## src/tbm_pkg.sv

```systemverilog
package tbm_pkg;

    // Default number of blob slots in the key store.
    localparam int BLOB_SLOTS_DEF = 16;

    localparam int BLOB_ID_W = 32;
    localparam int KEY_W     = 7;
    localparam int XQ_W      = 25;
    localparam int EFF_W     = 14;
    localparam int BEND_W    = 14;
    localparam int PROD_W    = 40;
    localparam int U_W       = 21;
    localparam int RECIP_W   = 22;

    // Operation codes.
    localparam logic [1:0] OP_NOTE_ON  = 2'd0;
    localparam logic [1:0] OP_NOTE_OFF = 2'd1;
    localparam logic [1:0] OP_MOVE     = 2'd2;

    // Configuration register indexes.
    localparam int         CFG_INDEX_W    = 2;
    localparam int         CFG_DATA_W     = 7;
    localparam logic [1:0] CFG_KEY_OFFSET = 2'd0;
    localparam logic [1:0] CFG_EFFECT_CTL = 2'd1;

    localparam logic [6:0] KEY_OFFSET_RST = 7'd0;
    localparam logic [4:0] EFFECT_CTL_RST = 5'd1;

    // MIDI status kinds.
    localparam logic [7:0] ST_NOTE_ON  = 8'h90;
    localparam logic [7:0] ST_NOTE_OFF = 8'h80;
    localparam logic [7:0] ST_BEND     = 8'hE0;
    localparam logic [7:0] ST_CTL      = 8'hB0;

    localparam logic [6:0]        KEY_MAX  = 7'h7f;
    localparam logic [6:0]        VEL_ON   = 7'h7f;
    localparam logic [6:0]        VEL_OFF  = 7'h00;
    localparam logic [BEND_W-1:0] BEND_MAX = 14'h3fff;

    // Fixed point constants: X is Q8.16, bend gain 170.65 = 17065 / 100.
    localparam logic signed [XQ_W-1:0]   XQ_HALF     = 25'sd32768;
    localparam logic signed [15:0]       BEND_GAIN   = 16'sd17065;
    localparam logic signed [XQ_W-1:0]   BEND_BIAS   = 25'sd819200;   // 8192 * 100
    localparam logic signed [XQ_W-1:0]   BEND_LIMIT  = 25'sd1638400;  // 16384 * 100
    localparam logic [RECIP_W-1:0]       RECIP_100   = 22'd2684355;   // ceil(2^28 / 100)
    localparam int                       RECIP_SHIFT = 28;

    // Slot reduction for a slot count that is not a power of two.
    localparam int MOD_BITS  = 4;
    localparam int MOD_STEPS = BLOB_ID_W / MOD_BITS;
    localparam int MOD_CNT_W = $clog2(MOD_STEPS + 1);

    // Message select codes.
    localparam logic [2:0] MSG_NOTE_ON  = 3'd0;
    localparam logic [2:0] MSG_NOTE_OFF = 3'd1;
    localparam logic [2:0] MSG_BEND     = 3'd2;
    localparam logic [2:0] MSG_CTL_LSB  = 3'd3;
    localparam logic [2:0] MSG_CTL_MSB  = 3'd4;

    typedef struct packed {
        logic [1:0]  operation;
        logic [31:0] blob_id;
        logic [15:0] group_id;
        logic [15:0] position_x;
        logic [15:0] position_y;
    } t_in_word;

    typedef struct packed {
        logic [7:0] status_byte;
        logic [6:0] data_first;
        logic [6:0] data_second;
        logic       last;
    } t_out_word;

    typedef struct packed {
        logic       load;
        logic       mod_step;
        logic       key_rd;
        logic       diff_en;
        logic       mul_en;
        logic       sat_en;
        logic       rec_en;
        logic       msg_load;
        logic [2:0] msg_sel;
    } t_cmd;

    typedef struct packed {
        logic [1:0] op;
        logic       mod_done;
        logic       out_free;
    } t_status;

endpackage

```

## src/tbm_ctrl.sv

```systemverilog
module tbm_ctrl (
    input  logic              i_clk,
    input  logic              i_rst_n,
    input  logic              i_in_valid,
    output logic              o_in_stall,
    input  tbm_pkg::t_status  i_status,
    output tbm_pkg::t_cmd     o_cmd
);

    localparam logic [3:0] S_IDLE     = 4'd0;
    localparam logic [3:0] S_MOD      = 4'd1;
    localparam logic [3:0] S_NOTE_ON  = 4'd2;
    localparam logic [3:0] S_READ     = 4'd3;
    localparam logic [3:0] S_NOTE_OFF = 4'd4;
    localparam logic [3:0] S_DIFF     = 4'd5;
    localparam logic [3:0] S_MUL      = 4'd6;
    localparam logic [3:0] S_SAT      = 4'd7;
    localparam logic [3:0] S_REC      = 4'd8;
    localparam logic [3:0] S_BEND     = 4'd9;
    localparam logic [3:0] S_CTL_LSB  = 4'd10;
    localparam logic [3:0] S_CTL_MSB  = 4'd11;

    logic [3:0] r_state;
    logic [3:0] n_state;

    always_ff @(posedge i_clk) begin
        if (!i_rst_n) begin
            r_state <= S_IDLE;
        end else begin
            r_state <= n_state;
        end
    end

    // Hold off the sender while in reset and while an event is in progress.
    assign o_in_stall = !i_rst_n || (r_state != S_IDLE);

    always_comb begin
        n_state       = r_state;
        o_cmd         = '0;
        o_cmd.msg_sel = tbm_pkg::MSG_NOTE_ON;
        case (r_state)
            S_IDLE: begin
                o_cmd.load = i_in_valid;
                if (i_in_valid) begin
                    n_state = S_MOD;
                end
            end
            S_MOD: begin
                o_cmd.mod_step = 1'b1;
                if (i_status.mod_done) begin
                    case (i_status.op)
                        tbm_pkg::OP_NOTE_ON:  n_state = S_NOTE_ON;
                        tbm_pkg::OP_NOTE_OFF: n_state = S_READ;
                        tbm_pkg::OP_MOVE:     n_state = S_READ;
                        default:              n_state = S_IDLE;  // drop unused code
                    endcase
                end
            end
            S_NOTE_ON: begin
                o_cmd.msg_sel  = tbm_pkg::MSG_NOTE_ON;
                o_cmd.msg_load = i_status.out_free;
                if (i_status.out_free) begin
                    n_state = S_IDLE;
                end
            end
            S_READ: begin
                o_cmd.key_rd = 1'b1;
                n_state = (i_status.op == tbm_pkg::OP_NOTE_OFF) ? S_NOTE_OFF : S_DIFF;
            end
            S_NOTE_OFF: begin
                o_cmd.msg_sel  = tbm_pkg::MSG_NOTE_OFF;
                o_cmd.msg_load = i_status.out_free;
                if (i_status.out_free) begin
                    n_state = S_IDLE;
                end
            end
            S_DIFF: begin
                o_cmd.diff_en = 1'b1;
                n_state = S_MUL;
            end
            S_MUL: begin
                o_cmd.mul_en = 1'b1;
                n_state = S_SAT;
            end
            S_SAT: begin
                o_cmd.sat_en = 1'b1;
                n_state = S_REC;
            end
            S_REC: begin
                o_cmd.rec_en = 1'b1;
                n_state = S_BEND;
            end
            S_BEND: begin
                o_cmd.msg_sel  = tbm_pkg::MSG_BEND;
                o_cmd.msg_load = i_status.out_free;
                if (i_status.out_free) begin
                    n_state = S_CTL_LSB;
                end
            end
            S_CTL_LSB: begin
                o_cmd.msg_sel  = tbm_pkg::MSG_CTL_LSB;
                o_cmd.msg_load = i_status.out_free;
                if (i_status.out_free) begin
                    n_state = S_CTL_MSB;
                end
            end
            S_CTL_MSB: begin
                o_cmd.msg_sel  = tbm_pkg::MSG_CTL_MSB;
                o_cmd.msg_load = i_status.out_free;
                if (i_status.out_free) begin
                    n_state = S_IDLE;
                end
            end
            default: begin
                n_state = S_IDLE;
            end
        endcase
    end

endmodule

```

## src/tbm_datapath.sv

```systemverilog
module tbm_datapath #(
    parameter int BLOB_SLOTS = tbm_pkg::BLOB_SLOTS_DEF
) (
    input  logic                               i_clk,
    input  logic                               i_rst_n,
    input  tbm_pkg::t_in_word                  i_in_word,
    input  tbm_pkg::t_cmd                      i_cmd,
    output tbm_pkg::t_status                   o_status,
    input  logic                               i_cfg_valid,
    input  logic [tbm_pkg::CFG_INDEX_W-1:0]    i_cfg_index,
    input  logic [tbm_pkg::CFG_DATA_W-1:0]     i_cfg_data,
    output tbm_pkg::t_out_word                 o_out_word,
    output logic                               o_out_valid,
    input  logic                               i_out_stall
);

    localparam int SLOT_W    = (BLOB_SLOTS > 1) ? $clog2(BLOB_SLOTS) : 1;
    localparam bit SLOT_POW2 = ((BLOB_SLOTS & (BLOB_SLOTS - 1)) == 0);

    // Channel = group mod 15; 16 is 1 mod 15, so fold the nibbles.
    function automatic logic [3:0] chan_mod15(input logic [15:0] g);
        logic [5:0] s1;
        logic [4:0] s2;
        s1 = 6'(g[3:0]) + 6'(g[7:4]) + 6'(g[11:8]) + 6'(g[15:12]);
        s2 = 5'(s1[5:4]) + 5'(s1[3:0]);
        if (s2 >= 5'd15) begin
            s2 = s2 - 5'd15;
        end
        return s2[3:0];
    endfunction

    // Configuration registers.
    logic [6:0] r_key_offset;
    logic [4:0] r_eff_ctl;

    always_ff @(posedge i_clk) begin
        if (!i_rst_n) begin
            r_key_offset <= tbm_pkg::KEY_OFFSET_RST;
            r_eff_ctl    <= tbm_pkg::EFFECT_CTL_RST;
        end else if (i_cfg_valid) begin
            case (i_cfg_index)
                tbm_pkg::CFG_KEY_OFFSET: r_key_offset <= i_cfg_data;
                tbm_pkg::CFG_EFFECT_CTL: r_eff_ctl    <= i_cfg_data[4:0];
                default: ;
            endcase
        end
    end

    // Event capture.
    logic [1:0]                       r_op;
    logic [3:0]                       r_ch;
    logic signed [tbm_pkg::XQ_W-1:0]  r_xq;
    logic [tbm_pkg::EFF_W-1:0]        r_eff;
    logic signed [tbm_pkg::XQ_W-1:0]  n_xq;
    logic [tbm_pkg::XQ_W-1:0]         w_px48;
    logic [29:0]                      w_eff_prod;

    assign w_px48 = {4'b0, i_in_word.position_x, 5'b0} + {5'b0, i_in_word.position_x, 4'b0};
    assign n_xq   = $signed({2'b00, r_key_offset, 16'h0000}) + $signed(w_px48)
                    - tbm_pkg::XQ_HALF;
    assign w_eff_prod = {i_in_word.position_y, 14'b0} - {14'b0, i_in_word.position_y};

    always_ff @(posedge i_clk) begin
        if (i_cmd.load) begin
            r_op  <= i_in_word.operation;
            r_ch  <= chan_mod15(i_in_word.group_id);
            r_xq  <= n_xq;
            r_eff <= w_eff_prod[29:16];
        end
    end

    // Slot selection.
    logic [SLOT_W-1:0] w_slot;
    logic              w_mod_done;

    if (BLOB_SLOTS == 1) begin : g_one
        assign w_slot     = '0;
        assign w_mod_done = 1'b1;
    end else if (SLOT_POW2) begin : g_mask
        logic [SLOT_W-1:0] r_blob_lo;
        always_ff @(posedge i_clk) begin
            if (i_cmd.load) begin
                r_blob_lo <= i_in_word.blob_id[SLOT_W-1:0];
            end
        end
        assign w_slot     = r_blob_lo;
        assign w_mod_done = 1'b1;
    end else begin : g_iter
        // Restoring remainder, MOD_BITS id bits per step from the top.
        logic [SLOT_W-1:0]             r_rem;
        logic [SLOT_W-1:0]             n_rem;
        logic [tbm_pkg::BLOB_ID_W-1:0] r_sh;
        logic [tbm_pkg::MOD_CNT_W-1:0] r_cnt;
        logic [SLOT_W:0]               w_acc;

        always_comb begin
            n_rem = r_rem;
            w_acc = '0;
            for (int b = 0; b < tbm_pkg::MOD_BITS; b++) begin
                w_acc = {n_rem, r_sh[tbm_pkg::BLOB_ID_W-1-b]};
                if (w_acc >= (SLOT_W+1)'(BLOB_SLOTS)) begin
                    w_acc = w_acc - (SLOT_W+1)'(BLOB_SLOTS);
                end
                n_rem = w_acc[SLOT_W-1:0];
            end
        end

        always_ff @(posedge i_clk) begin
            if (!i_rst_n) begin
                r_cnt <= '0;
            end else if (i_cmd.load) begin
                r_cnt <= '0;
            end else if (i_cmd.mod_step && !w_mod_done) begin
                r_cnt <= r_cnt + 1'b1;
            end
        end

        always_ff @(posedge i_clk) begin
            if (i_cmd.load) begin
                r_rem <= '0;
                r_sh  <= i_in_word.blob_id;
            end else if (i_cmd.mod_step && !w_mod_done) begin
                r_rem <= n_rem;
                r_sh  <= r_sh << tbm_pkg::MOD_BITS;
            end
        end

        assign w_slot     = r_rem;
        assign w_mod_done = (r_cnt == tbm_pkg::MOD_CNT_W'(tbm_pkg::MOD_STEPS));
    end

    // Key store: memory plus per-slot valid bits cleared at reset.
    logic [tbm_pkg::KEY_W-1:0] r_mem [BLOB_SLOTS];
    logic [BLOB_SLOTS-1:0]     r_key_vld;
    logic [tbm_pkg::KEY_W-1:0] r_mem_q;
    logic                      r_rd_vld;
    logic [tbm_pkg::KEY_W-1:0] w_key;
    logic [tbm_pkg::KEY_W-1:0] w_note_key;
    logic                      w_key_wr;

    // Floor of Q8.16 X, clamped to 0..127.
    assign w_note_key = r_xq[tbm_pkg::XQ_W-1] ? '0 :
                        r_xq[23]              ? tbm_pkg::KEY_MAX : r_xq[22:16];
    assign w_key_wr   = i_cmd.msg_load && (i_cmd.msg_sel == tbm_pkg::MSG_NOTE_ON);

    always_ff @(posedge i_clk) begin
        if (w_key_wr) begin
            r_mem[w_slot] <= w_note_key;
        end
        if (i_cmd.key_rd) begin
            r_mem_q  <= r_mem[w_slot];
            r_rd_vld <= r_key_vld[w_slot];
        end
    end

    always_ff @(posedge i_clk) begin
        if (!i_rst_n) begin
            r_key_vld <= '0;
        end else if (w_key_wr) begin
            r_key_vld[w_slot] <= 1'b1;
        end
    end

    assign w_key = r_rd_vld ? r_mem_q : '0;

    // Pitch bend pipeline.
    logic signed [tbm_pkg::XQ_W-1:0]   r_diff;
    logic signed [tbm_pkg::PROD_W-1:0] r_prod;
    logic signed [tbm_pkg::PROD_W-1:0] n_prod;
    logic signed [23:0]                w_t;
    logic signed [tbm_pkg::XQ_W-1:0]   n_u;
    logic [tbm_pkg::U_W-1:0]           r_u;
    logic                              r_sat_lo;
    logic                              r_sat_hi;
    logic [tbm_pkg::U_W+tbm_pkg::RECIP_W-1:0] w_q_prod;
    logic [tbm_pkg::BEND_W-1:0]        r_bend;

    assign n_prod   = r_diff * tbm_pkg::BEND_GAIN;
    assign w_t      = r_prod[tbm_pkg::PROD_W-1:16];
    assign n_u      = $signed({w_t[23], w_t}) + tbm_pkg::BEND_BIAS;
    assign w_q_prod = (tbm_pkg::U_W+tbm_pkg::RECIP_W)'(r_u)
                      * (tbm_pkg::U_W+tbm_pkg::RECIP_W)'(tbm_pkg::RECIP_100);

    always_ff @(posedge i_clk) begin
        if (i_cmd.diff_en) begin
            r_diff <= r_xq - $signed({2'b00, w_key, 16'h0000});
        end
        if (i_cmd.mul_en) begin
            r_prod <= n_prod;
        end
        if (i_cmd.sat_en) begin
            r_u      <= n_u[tbm_pkg::U_W-1:0];
            r_sat_lo <= n_u[tbm_pkg::XQ_W-1];
            r_sat_hi <= !n_u[tbm_pkg::XQ_W-1] && (n_u >= tbm_pkg::BEND_LIMIT);
        end
        if (i_cmd.rec_en) begin
            r_bend <= r_sat_lo ? '0 :
                      r_sat_hi ? tbm_pkg::BEND_MAX :
                                 w_q_prod[tbm_pkg::RECIP_SHIFT +: tbm_pkg::BEND_W];
        end
    end

    // Message assembly and output register.
    tbm_pkg::t_out_word w_msg;
    tbm_pkg::t_out_word r_out;
    logic               r_out_valid;
    logic               w_out_free;

    always_comb begin
        w_msg = '0;
        case (i_cmd.msg_sel)
            tbm_pkg::MSG_NOTE_ON: begin
                w_msg.status_byte = tbm_pkg::ST_NOTE_ON | {4'h0, r_ch};
                w_msg.data_first  = w_note_key;
                w_msg.data_second = tbm_pkg::VEL_ON;
                w_msg.last        = 1'b1;
            end
            tbm_pkg::MSG_NOTE_OFF: begin
                w_msg.status_byte = tbm_pkg::ST_NOTE_OFF | {4'h0, r_ch};
                w_msg.data_first  = w_key;
                w_msg.data_second = tbm_pkg::VEL_OFF;
                w_msg.last        = 1'b1;
            end
            tbm_pkg::MSG_BEND: begin
                w_msg.status_byte = tbm_pkg::ST_BEND | {4'h0, r_ch};
                w_msg.data_first  = r_bend[6:0];
                w_msg.data_second = r_bend[13:7];
                w_msg.last        = 1'b0;
            end
            tbm_pkg::MSG_CTL_LSB: begin
                w_msg.status_byte = tbm_pkg::ST_CTL | {4'h0, r_ch};
                w_msg.data_first  = {2'b01, r_eff_ctl};
                w_msg.data_second = r_eff[6:0];
                w_msg.last        = 1'b0;
            end
            tbm_pkg::MSG_CTL_MSB: begin
                w_msg.status_byte = tbm_pkg::ST_CTL | {4'h0, r_ch};
                w_msg.data_first  = {2'b00, r_eff_ctl};
                w_msg.data_second = r_eff[13:7];
                w_msg.last        = 1'b1;
            end
            default: begin
                w_msg = '0;
            end
        endcase
    end

    assign w_out_free = !r_out_valid || !i_out_stall;

    always_ff @(posedge i_clk) begin
        if (!i_rst_n) begin
            r_out_valid <= 1'b0;
        end else if (i_cmd.msg_load) begin
            r_out_valid <= 1'b1;
        end else if (!i_out_stall) begin
            r_out_valid <= 1'b0;
        end
    end

    always_ff @(posedge i_clk) begin
        if (i_cmd.msg_load) begin
            r_out <= w_msg;
        end
    end

    assign o_out_word  = r_out;
    assign o_out_valid = r_out_valid;

    assign o_status.op       = r_op;
    assign o_status.mod_done = w_mod_done;
    assign o_status.out_free = w_out_free;

endmodule

```

## src/touch_blob_to_midi_messages_top.sv

```systemverilog
// Touch-blob to MIDI converter. Each accepted input word is one blob event (note on, note
// off or move) and yields one or three 3-byte MIDI message words on the output channel,
// the final one marked by last; operation code 3 is dropped with no output. A note on
// maps X onto 48 semitones plus key_offset, stores the floored key in the blob's slot and
// sends note on at velocity 127; a note off sends the stored key; a move sends a pitch
// bend measured from the stored key, then the effect controller LSB and MSB from Y. The
// block handles one event at a time. A note off and a move read the stored key, and with
// a slot count that is not a power of two every event first runs the 4-bit-per-cycle
// slot reduction of the 32-bit blob id. A move runs the bend pipeline (key read,
// subtract, multiply by 170.65, bias and clamp, reciprocal divide by 100) and then sends
// its three message words through the single output register. A stalled output holds
// the event until each word is taken. The key store is zero after reset through
// per-slot valid bits, so no clearing pass is needed.
module touch_blob_to_midi_messages_top #(
    parameter int BLOB_SLOTS = tbm_pkg::BLOB_SLOTS_DEF
) (
    input  logic                             i_clk,
    input  logic                             i_rst_n,
    // event input channel
    input  logic                             i_in_valid,
    output logic                             o_in_stall,
    input  tbm_pkg::t_in_word                i_in_word,
    // MIDI message output channel
    output logic                             o_out_valid,
    input  logic                             i_out_stall,
    output tbm_pkg::t_out_word               o_out_word,
    // configuration write channel
    input  logic                             i_cfg_valid,
    output logic                             o_cfg_ready,
    input  logic [tbm_pkg::CFG_INDEX_W-1:0]  i_cfg_index,
    input  logic [tbm_pkg::CFG_DATA_W-1:0]   i_cfg_data
);

    tbm_pkg::t_cmd    w_cmd;
    tbm_pkg::t_status w_status;

    // Configuration registers take a write on any cycle out of reset; the host keeps
    // writes to times with no event in flight.
    assign o_cfg_ready = i_rst_n;

    // Sequence the event: accept, reduce slot, read key, run bend, emit words.
    tbm_ctrl u_ctrl (
        .i_clk      (i_clk),
        .i_rst_n    (i_rst_n),
        .i_in_valid (i_in_valid),
        .o_in_stall (o_in_stall),
        .i_status   (w_status),
        .o_cmd      (w_cmd)
    );

    // Hold the event fields, key store, bend arithmetic and the output register.
    tbm_datapath #(
        .BLOB_SLOTS (BLOB_SLOTS)
    ) u_datapath (
        .i_clk       (i_clk),
        .i_rst_n     (i_rst_n),
        .i_in_word   (i_in_word),
        .i_cmd       (w_cmd),
        .o_status    (w_status),
        .i_cfg_valid (i_cfg_valid && o_cfg_ready),
        .i_cfg_index (i_cfg_index),
        .i_cfg_data  (i_cfg_data),
        .o_out_word  (o_out_word),
        .o_out_valid (o_out_valid),
        .i_out_stall (i_out_stall)
    );

endmodule

```

## config.mk

```make
export PLATFORM = sky130hd
export DESIGN_NAME = touch_blob_to_midi_messages_top
export DESIGN_NICKNAME = d
export VERILOG_FILES = /design/src/tbm_pkg.sv /design/src/tbm_ctrl.sv /design/src/tbm_datapath.sv /design/src/touch_blob_to_midi_messages_top.sv
export SDC_FILE = /design/constraint.sdc
export NUM_CORES = 1
export LEC_CHECK = 0
export ABC_AREA = 1
export BUFFER_PORTS_ARGS = -buffer_cell sky130_fd_sc_hd__buf_4
export CAP_MARGIN = 20
export CORE_AREA = 4 4 284 286
export CTS_BUF_LIST = sky130_fd_sc_hd__clkbuf_8
export DETAILED_ROUTE_END_ITERATION = 7
export DIE_AREA = 0 0 288 290
export PLACE_DENSITY_LB_ADDON = 0.2
export REMOVE_ABC_BUFFERS = 1
export SKIP_LAST_GASP = 1
export SLEW_MARGIN = 20
export SYNTH_ARGS = -nofsm -noshare
export SYNTH_HDL_FRONTEND = slang
export SYNTH_SLANG_ARGS = --single-unit
```

## constraint.sdc

```tcl
create_clock -name i_clk -period 6.2 [get_ports i_clk]
set_input_delay 0.62 -clock i_clk [delete_from_list [all_inputs] [get_ports i_clk]]
set_output_delay 0.62 -clock i_clk [all_outputs]
set_load 0.005 [all_outputs]
```

# After elaboration in Yosys (flattened, before gate mapping)
# Memory sizes are Yosys's and may differ from the RTL's. A register that Yosys moved wholly into a read port is not among the register bits.
# Index checks and enable logic that the tools add are counted.
dict set report classes {
  addsub 11
  mul 2
  n_div 0
  n_lt_le_gt_ge 4
  eq_ne 23
  n_shift 0
  mux 28
  n_bitwise 1
  n_reduce_logical 20
}
# op n
set ops {}
lappend ops {{case mux 23 bit (5 select lines)} 1}
lappend ops {{multiplier 21 x 22 -> 42 bit, second input constant} 1}
lappend ops {{multiplier 25 x 16 -> 40 bit, second input constant} 1}
lappend ops {{case mux 4 bit (10 select lines)} 1}
lappend ops {{subtractor 30 x 16 -> 30 bit} 1}
lappend ops {{adder 24 x 21 -> 25 bit, second input constant} 1}
lappend ops {{adder 24 x 25 -> 25 bit} 1}
lappend ops {{>= comparator 25 x 22 -> 1 bit, second input constant} 1}
lappend ops {{subtractor 25 x 17 -> 25 bit, second input constant} 1}
lappend ops {{subtractor 25 x 24 -> 25 bit} 1}
lappend ops {{adder 21 x 20 -> 22 bit} 1}
lappend ops {{2-to-1 mux 7 bit} 3}
lappend ops {{2-to-1 mux 4 bit} 5}
lappend ops {{case mux 4 bit (5 select lines)} 1}
lappend ops {{== test 4 x 3 -> 1 bit, second input constant} 4}
lappend ops {{== test 4 bit, second input constant} 4}
lappend ops {{bitwise OR 16 bit} 1}
lappend ops {{2-to-1 mux 14 bit} 1}
lappend ops {{2-to-1 mux 1 bit} 13}
lappend ops {{adder 6 x 4 -> 6 bit} 2}
lappend ops {{== test 4 x 2 -> 1 bit, second input constant} 2}
lappend ops {{!= test 2 x 1 -> 1 bit, second input constant} 4}
lappend ops {{== test 3 x 2 -> 1 bit, second input constant} 2}
lappend ops {{adder 2 x 4 -> 5 bit} 1}
lappend ops {{other kinds (25)} 35}
dict set report totals {
  regBits 208
  latchBits 0
  ramBits 112
  romBits 0
  out_inout_bits 26
  elab_cells 111
  n_memories 1
}
# name depth width read_ports rd_ports_with_merged_regs write_ports line_no
set memory_table {}
lappend memory_table {u_datapath.r_mem 16 7 1 1 1 tbm_datapath.sv:133} ;# logic [tbm_pkg::KEY_W-1:0] r_mem [BLOB_SLOTS];

# Logic depth before layout (Yosys ltp)
dict set report depth {
  word_depth 7
  depth_mapped 30
  ltp_nobuf 30
}

# Modules after synthesis
# Synthesis repeated with hierarchy kept, for this count alone.
dict set report unflattened {
  hier_cells 2914
  area_unflattened_um2 27428.8
}
# mod n_inst cells_each area_each_um2
set by_module_without_submodules {}
lappend by_module_without_submodules {tbm_datapath 1 2829 26964.6}
lappend by_module_without_submodules {tbm_ctrl 1 82 449.2}
lappend by_module_without_submodules {touch_blob_to_midi_messages_top 1 3 15.0}

# Least setup slack after synthesis
# No wires, ideal clock.
dict set report synth_path {
  path_kind {register to register}
  from {reg u_datapath.r_u[4] (netlist bit)}
  to {reg u_datapath.r_bend[10] (netlist bit), data pin}
  setup_ps 250
  arrival_ps 5367
  slack_ps 583
  stages_incl_launch_ff 24
  synth_period_minus_slack_ps 5617
  cell_sequence {edfxtp_1 inv_1 fa_1 fa_1 fa_1 fa_1 fa_1 inv_1 fa_1 inv_1 fa_1 inv_1 ha_1 nand2_1 inv_1 nand2_1 nor2_1 inv_1 o21ai_0 nand2_1 nand3_1 nand3_1 nand2_1 inv_1}
}
dict set report synth_between {
  elab_chain_cells 2
}
# element line_no
set synth_rtl {}
lappend synth_rtl {{from (decl)} tbm_datapath.sv:172} ;# logic [tbm_pkg::U_W-1:0] r_u;
lappend synth_rtl {{from (signal assigned)} tbm_datapath.sv:192} ;# r_u <= n_u[tbm_pkg::U_W-1:0];
lappend synth_rtl {{multiplier 21 x 22 -> 42 bit} tbm_datapath.sv:182} ;# * (tbm_pkg::U_W+tbm_pkg::RECIP_W)'(tbm_pkg::RECIP_100);
lappend synth_rtl {{2-to-1 mux 14 bit} tbm_datapath.sv:198} ;# r_sat_hi ? tbm_pkg::BEND_MAX :
lappend synth_rtl {{to (signal assigned)} tbm_datapath.sv:197} ;# r_bend <= r_sat_lo ? '0 :
lappend synth_rtl {{to (decl)} tbm_datapath.sv:176} ;# logic [tbm_pkg::BEND_W-1:0] r_bend;
# Every way passes these cells.
# A chain may end at the register's enable or synchronous reset.

# Worst setup path after layout
dict set report layout_path {
  from {reg u_datapath.r_u[5] (netlist bit)}
  to {reg u_datapath.r_bend[1] (netlist bit), data pin}
}
# Same word-level chain as after synthesis.

==> impl_metrics.env <==
export IMPL_synth_edf_count=270
export IMPL_die_h_um=290
export IMPL_hold_viol_final=0
export IMPL_skew_ps=39.7
export IMPL_totalWireLength_um=66100
export IMPL_syn_avg_cell_area_um2=9.39
export IMPL_nets=3792
export IMPL_num_vias=19000
export IMPL_post_route_drc_count=0
export IMPL_maxCapViolCount=0
export IMPL_drive_above_1_share_pct=8.86
export IMPL_comb_power_share_pct=45.5
export IMPL_crit_type="flop to flop"
export IMPL_grt_pass1_vias=19900
export IMPL_dieArea_um2=83500
export IMPL_final_cell_mix="658 x inv_1, 491 x nand2_1, 384 x ha_1, 270 x edfxtp_1, 240 x fa_1"
export IMPL_relSlewSlack_pct=41.8
export IMPL_ys_ff_latch=303
export IMPL_hold_class="input pin to flop"
export IMPL_final_setup_tns_ps=0
export IMPL_min_period_ps=5940
export IMPL_port_buffers=93
export IMPL_cts_tree="built"
export IMPL_synth_ff_type="edfxtp_1"
export IMPL_crit_slowest_cell="fa_1"
export IMPL_core_area_um2=78400
export IMPL_p_int_w=0.00536
export IMPL_clk_latency_ps=660
export IMPL_r2r_setup_slack_ps=260
export IMPL_setup_viol=0
export IMPL_reg2reg_depth=23
export IMPL_rsz0062_at_grt="true"
export IMPL_cts_buffers=57
export IMPL_power_frac_seq_pct=32.2
export IMPL_crit_path_end="u_datapath.r_bend[1]"
export IMPL_worst_slack_ps=258
export IMPL_r2r_end="u_datapath.r_bend[1]"
export IMPL_pin_count=122
export IMPL_synthTopCellsByArea="edfxtp_1 30%, ha_1 18%, fa_1 18%, inv_1 8.9%, nand2_1 6.8%"
export IMPL_yosysTopAreaCellShare_pct=29.8
export IMPL_status="complete, no violations"
export IMPL_dpl_hpwl_um=54600
export IMPL_p_switching_w=0.00365
export IMPL_diodes=0
export IMPL_viasPerCell=4.57
export IMPL_row_count=103
export IMPL_postSynthCellCount=2900
export IMPL_syn_area_um2=27200
export IMPL_async_reset_ff_share_pct=0
export IMPL_worst_pin_slew_ps=871
export IMPL_grt_start_max_net_pins=46
export IMPL_antenna_found_initial=0
export IMPL_area_growth_pct=12.9
export IMPL_totalPowerFinal_w=0.00901
export IMPL_drtIter0Drc=821
export IMPL_wl_per_cell_um=15.9
export IMPL_final_max_slew_viol_count=0
export IMPL_cts_sinks=303
export IMPL_yosys_warnings=0
export IMPL_crit_path_end_kind="flop"
export IMPL_overflow=0
export IMPL_cp_startpoint="u_datapath.r_u[5]"
export IMPL_power_frac_clock_pct=22.4
export IMPL_first_pass_iters=5
export IMPL_cts_root_buf="clkbuf_8"
export IMPL_fin_util_pct=39.2
export IMPL_clkTransAtPathRegs_ps=60
export IMPL_cp_max_fo=5
export IMPL_die_w_um=288
export IMPL_yosys_area_top_type="edfxtp_1"
export IMPL_p_per_area_nw_per_um2=293
export IMPL_grt_use_total_pct=16.1
export IMPL_critPathMaxStageDelay_ps=580
export IMPL_gp_congestion=0.892
export IMPL_start_util_pct=34.8
export IMPL_p_sw_share_pct=40.5
export IMPL_max_freq_mhz=168
export IMPL_crit_chain="fa_1, fa_1, fa_1, fa_1, fa_1, inv_1, fa_1, inv_1, fa_1, inv_1, ha_1, nand2_1, inv_1, nand2_2, nor2_1, nor2_1, nand2_1, nand2_1, nand2_1, nand2_1, nand3_1, nand2_1, inv_1"
export IMPL_arrival_ps=6330
export IMPL_hold_buffers=0
export IMPL_htree_levels=2
export IMPL_period_share_pct=95.8
export IMPL_ys_seq_area_share_pct=32.2
export IMPL_fin_cells=4166
export IMPL_cts_buffer_depth=3
export IMPL_start_kind="flop"
export IMPL_peakVddDrop_mv=0.239
export IMPL_mostFrequentLayoutCell="inv_1"
export IMPL_crit_top_cell="fa_1"
export IMPL_worstPathRequired_ps=6590
export IMPL_dpl_cell_count=4049
export IMPL_drtAntennaViolNets=0
export IMPL_grt_pass1_wl_um=106000
export IMPL_leakagePower_nw=15.0
export IMPL_dpl_worst_slack_ps=91.2
export IMPL_worstReg2RegStart="u_datapath.r_u[5]"
export IMPL_ys_types=47
==> state kept, by name (all words and copies together) (netlist names) <==
name and flops:
u_datapath.r_mem 112, u_datapath.r_prod 24, u_datapath.o_out_word 23, u_datapath.r_diff 21
u_datapath.r_u 21, u_datapath.r_xq 21, u_datapath.r_key_vld 16, u_datapath.r_bend 14
u_datapath.r_eff 14, u_datapath.r_key_offset 7, u_datapath.r_mem_q 7, u_datapath.r_eff_ctl 5
u_ctrl.r_state 4, u_datapath.g_mask.r_blob_lo 4, u_datapath.r_ch 4, u_datapath.r_op 2
u_datapath.o_out_valid 1, u_datapath.r_rd_vld 1, u_datapath.r_sat_hi 1, u_datapath.r_sat_lo 1
==> routing by layer <==
layer  vias to the layer above  track usage (%)  wire, um
met2                       242             27.1     31300
met4                         0             3.25       997
li1                       9696                -         -
met5                         -                0         0
met1                      9023             22.1     31700
met3                        66             2.21      2160
==> worst min path at each step <==
stage	start	endpoint	cells past startpoint
after detailed placement	u_datapath.r_prod[22]	u_datapath.r_u[6]	0
after global placement	u_datapath.r_ch[0]	u_datapath.o_out_word[15]	0
final	i_in_word[50]	u_datapath.g_mask.r_blob_lo[2]	1
after global routing	i_in_word[50]	u_datapath.g_mask.r_blob_lo[2]	1
after floorplan	u_datapath.r_ch[0]	u_datapath.o_out_word[15]	0
after CTS	i_in_word[50]	u_datapath.g_mask.r_blob_lo[2]	1
==> critical path, delay by kind of cell (launching register included) <==
family        cells  cell delay, ps
flops             1             510
buf+inv           5             290
fa+ha+maj         8            3940
simple gates     10             950
==> power by group through the flow <==
stage / combinational [W] / sequential, W / clock (W)
2_1_floorplan: 0.00284 / 0.00291 / 0
3_3_place_gp: 0.00411 / 0.00294 / 0
3_5_place_dp: 0.00411 / 0.00294 / 0
4_1_cts: 0.00413 / 0.00290 / 0.00208
5_1_grt: 0.00473 / 0.00292 / 0.00217
6_report: 0.00410 / 0.00290 / 0.00201
==> area by class of cell <==
class / instances / area, um2
sequential: 303 / 8770
tap: 1050 / 1310
timing repair buffer: 142 / 1080
clock inverter: 40 / 299
multi-input combinational: 1909 / 15900
inverter: 656 / 2460
fill: 8062 / 47600
clock buffer: 66 / 908
==> synth_stat cells (7+ instances only) <==
cell type and instances:
nor3_1 14, nor2_1 215, or2_0 7, edfxtp_1 270, ha_1 386, fa_1 241, or2_2 7, or3_1 8
o21ai_0 61, a21boi_0 7, a21o_1 12, dfxtp_1 33, buf_2 8, o21bai_1 15, xor2_1 44, clkbuf_1 16
inv_2 13, nand3_1 97, a21oi_1 137, nand2_1 493, a22oi_1 64, xnor2_1 25, nand4_1 30, inv_1 643
==> kinds of logic after synthesis <==
family | Yosys count | synth area share [%]
flip-flops | 303 | 32.2
XOR/XNOR | 69 | 2.22
adder cells (fa/ha/maj) | 627 | 35.4
buffers and inverters | 688 | 9.61
other | 1 | 0.0138
AND/OR/NAND/NOR | 893 | 13.6
AO/OA/AOI/OAI | 319 | 6.95
==> metrics by stage <==
stage | hold WS (ps) | area [um2]
global route | 90.8 | 30800
finish | 135 | 30800
global placement | 402 | 29400
CTS | 72.5 | 30600
detailed placement | 405 | 29400
floorplan | 400 | 27100
==> repair_timing <==
| action | in CTS | in global routing |
|---|---|---|
| gates resized for setup | 0 | 15 |
| setup buffers | 0 | 11 |
| setup endpoints to repair | 0 | 14 |
(Power assumes the default switching activity.)
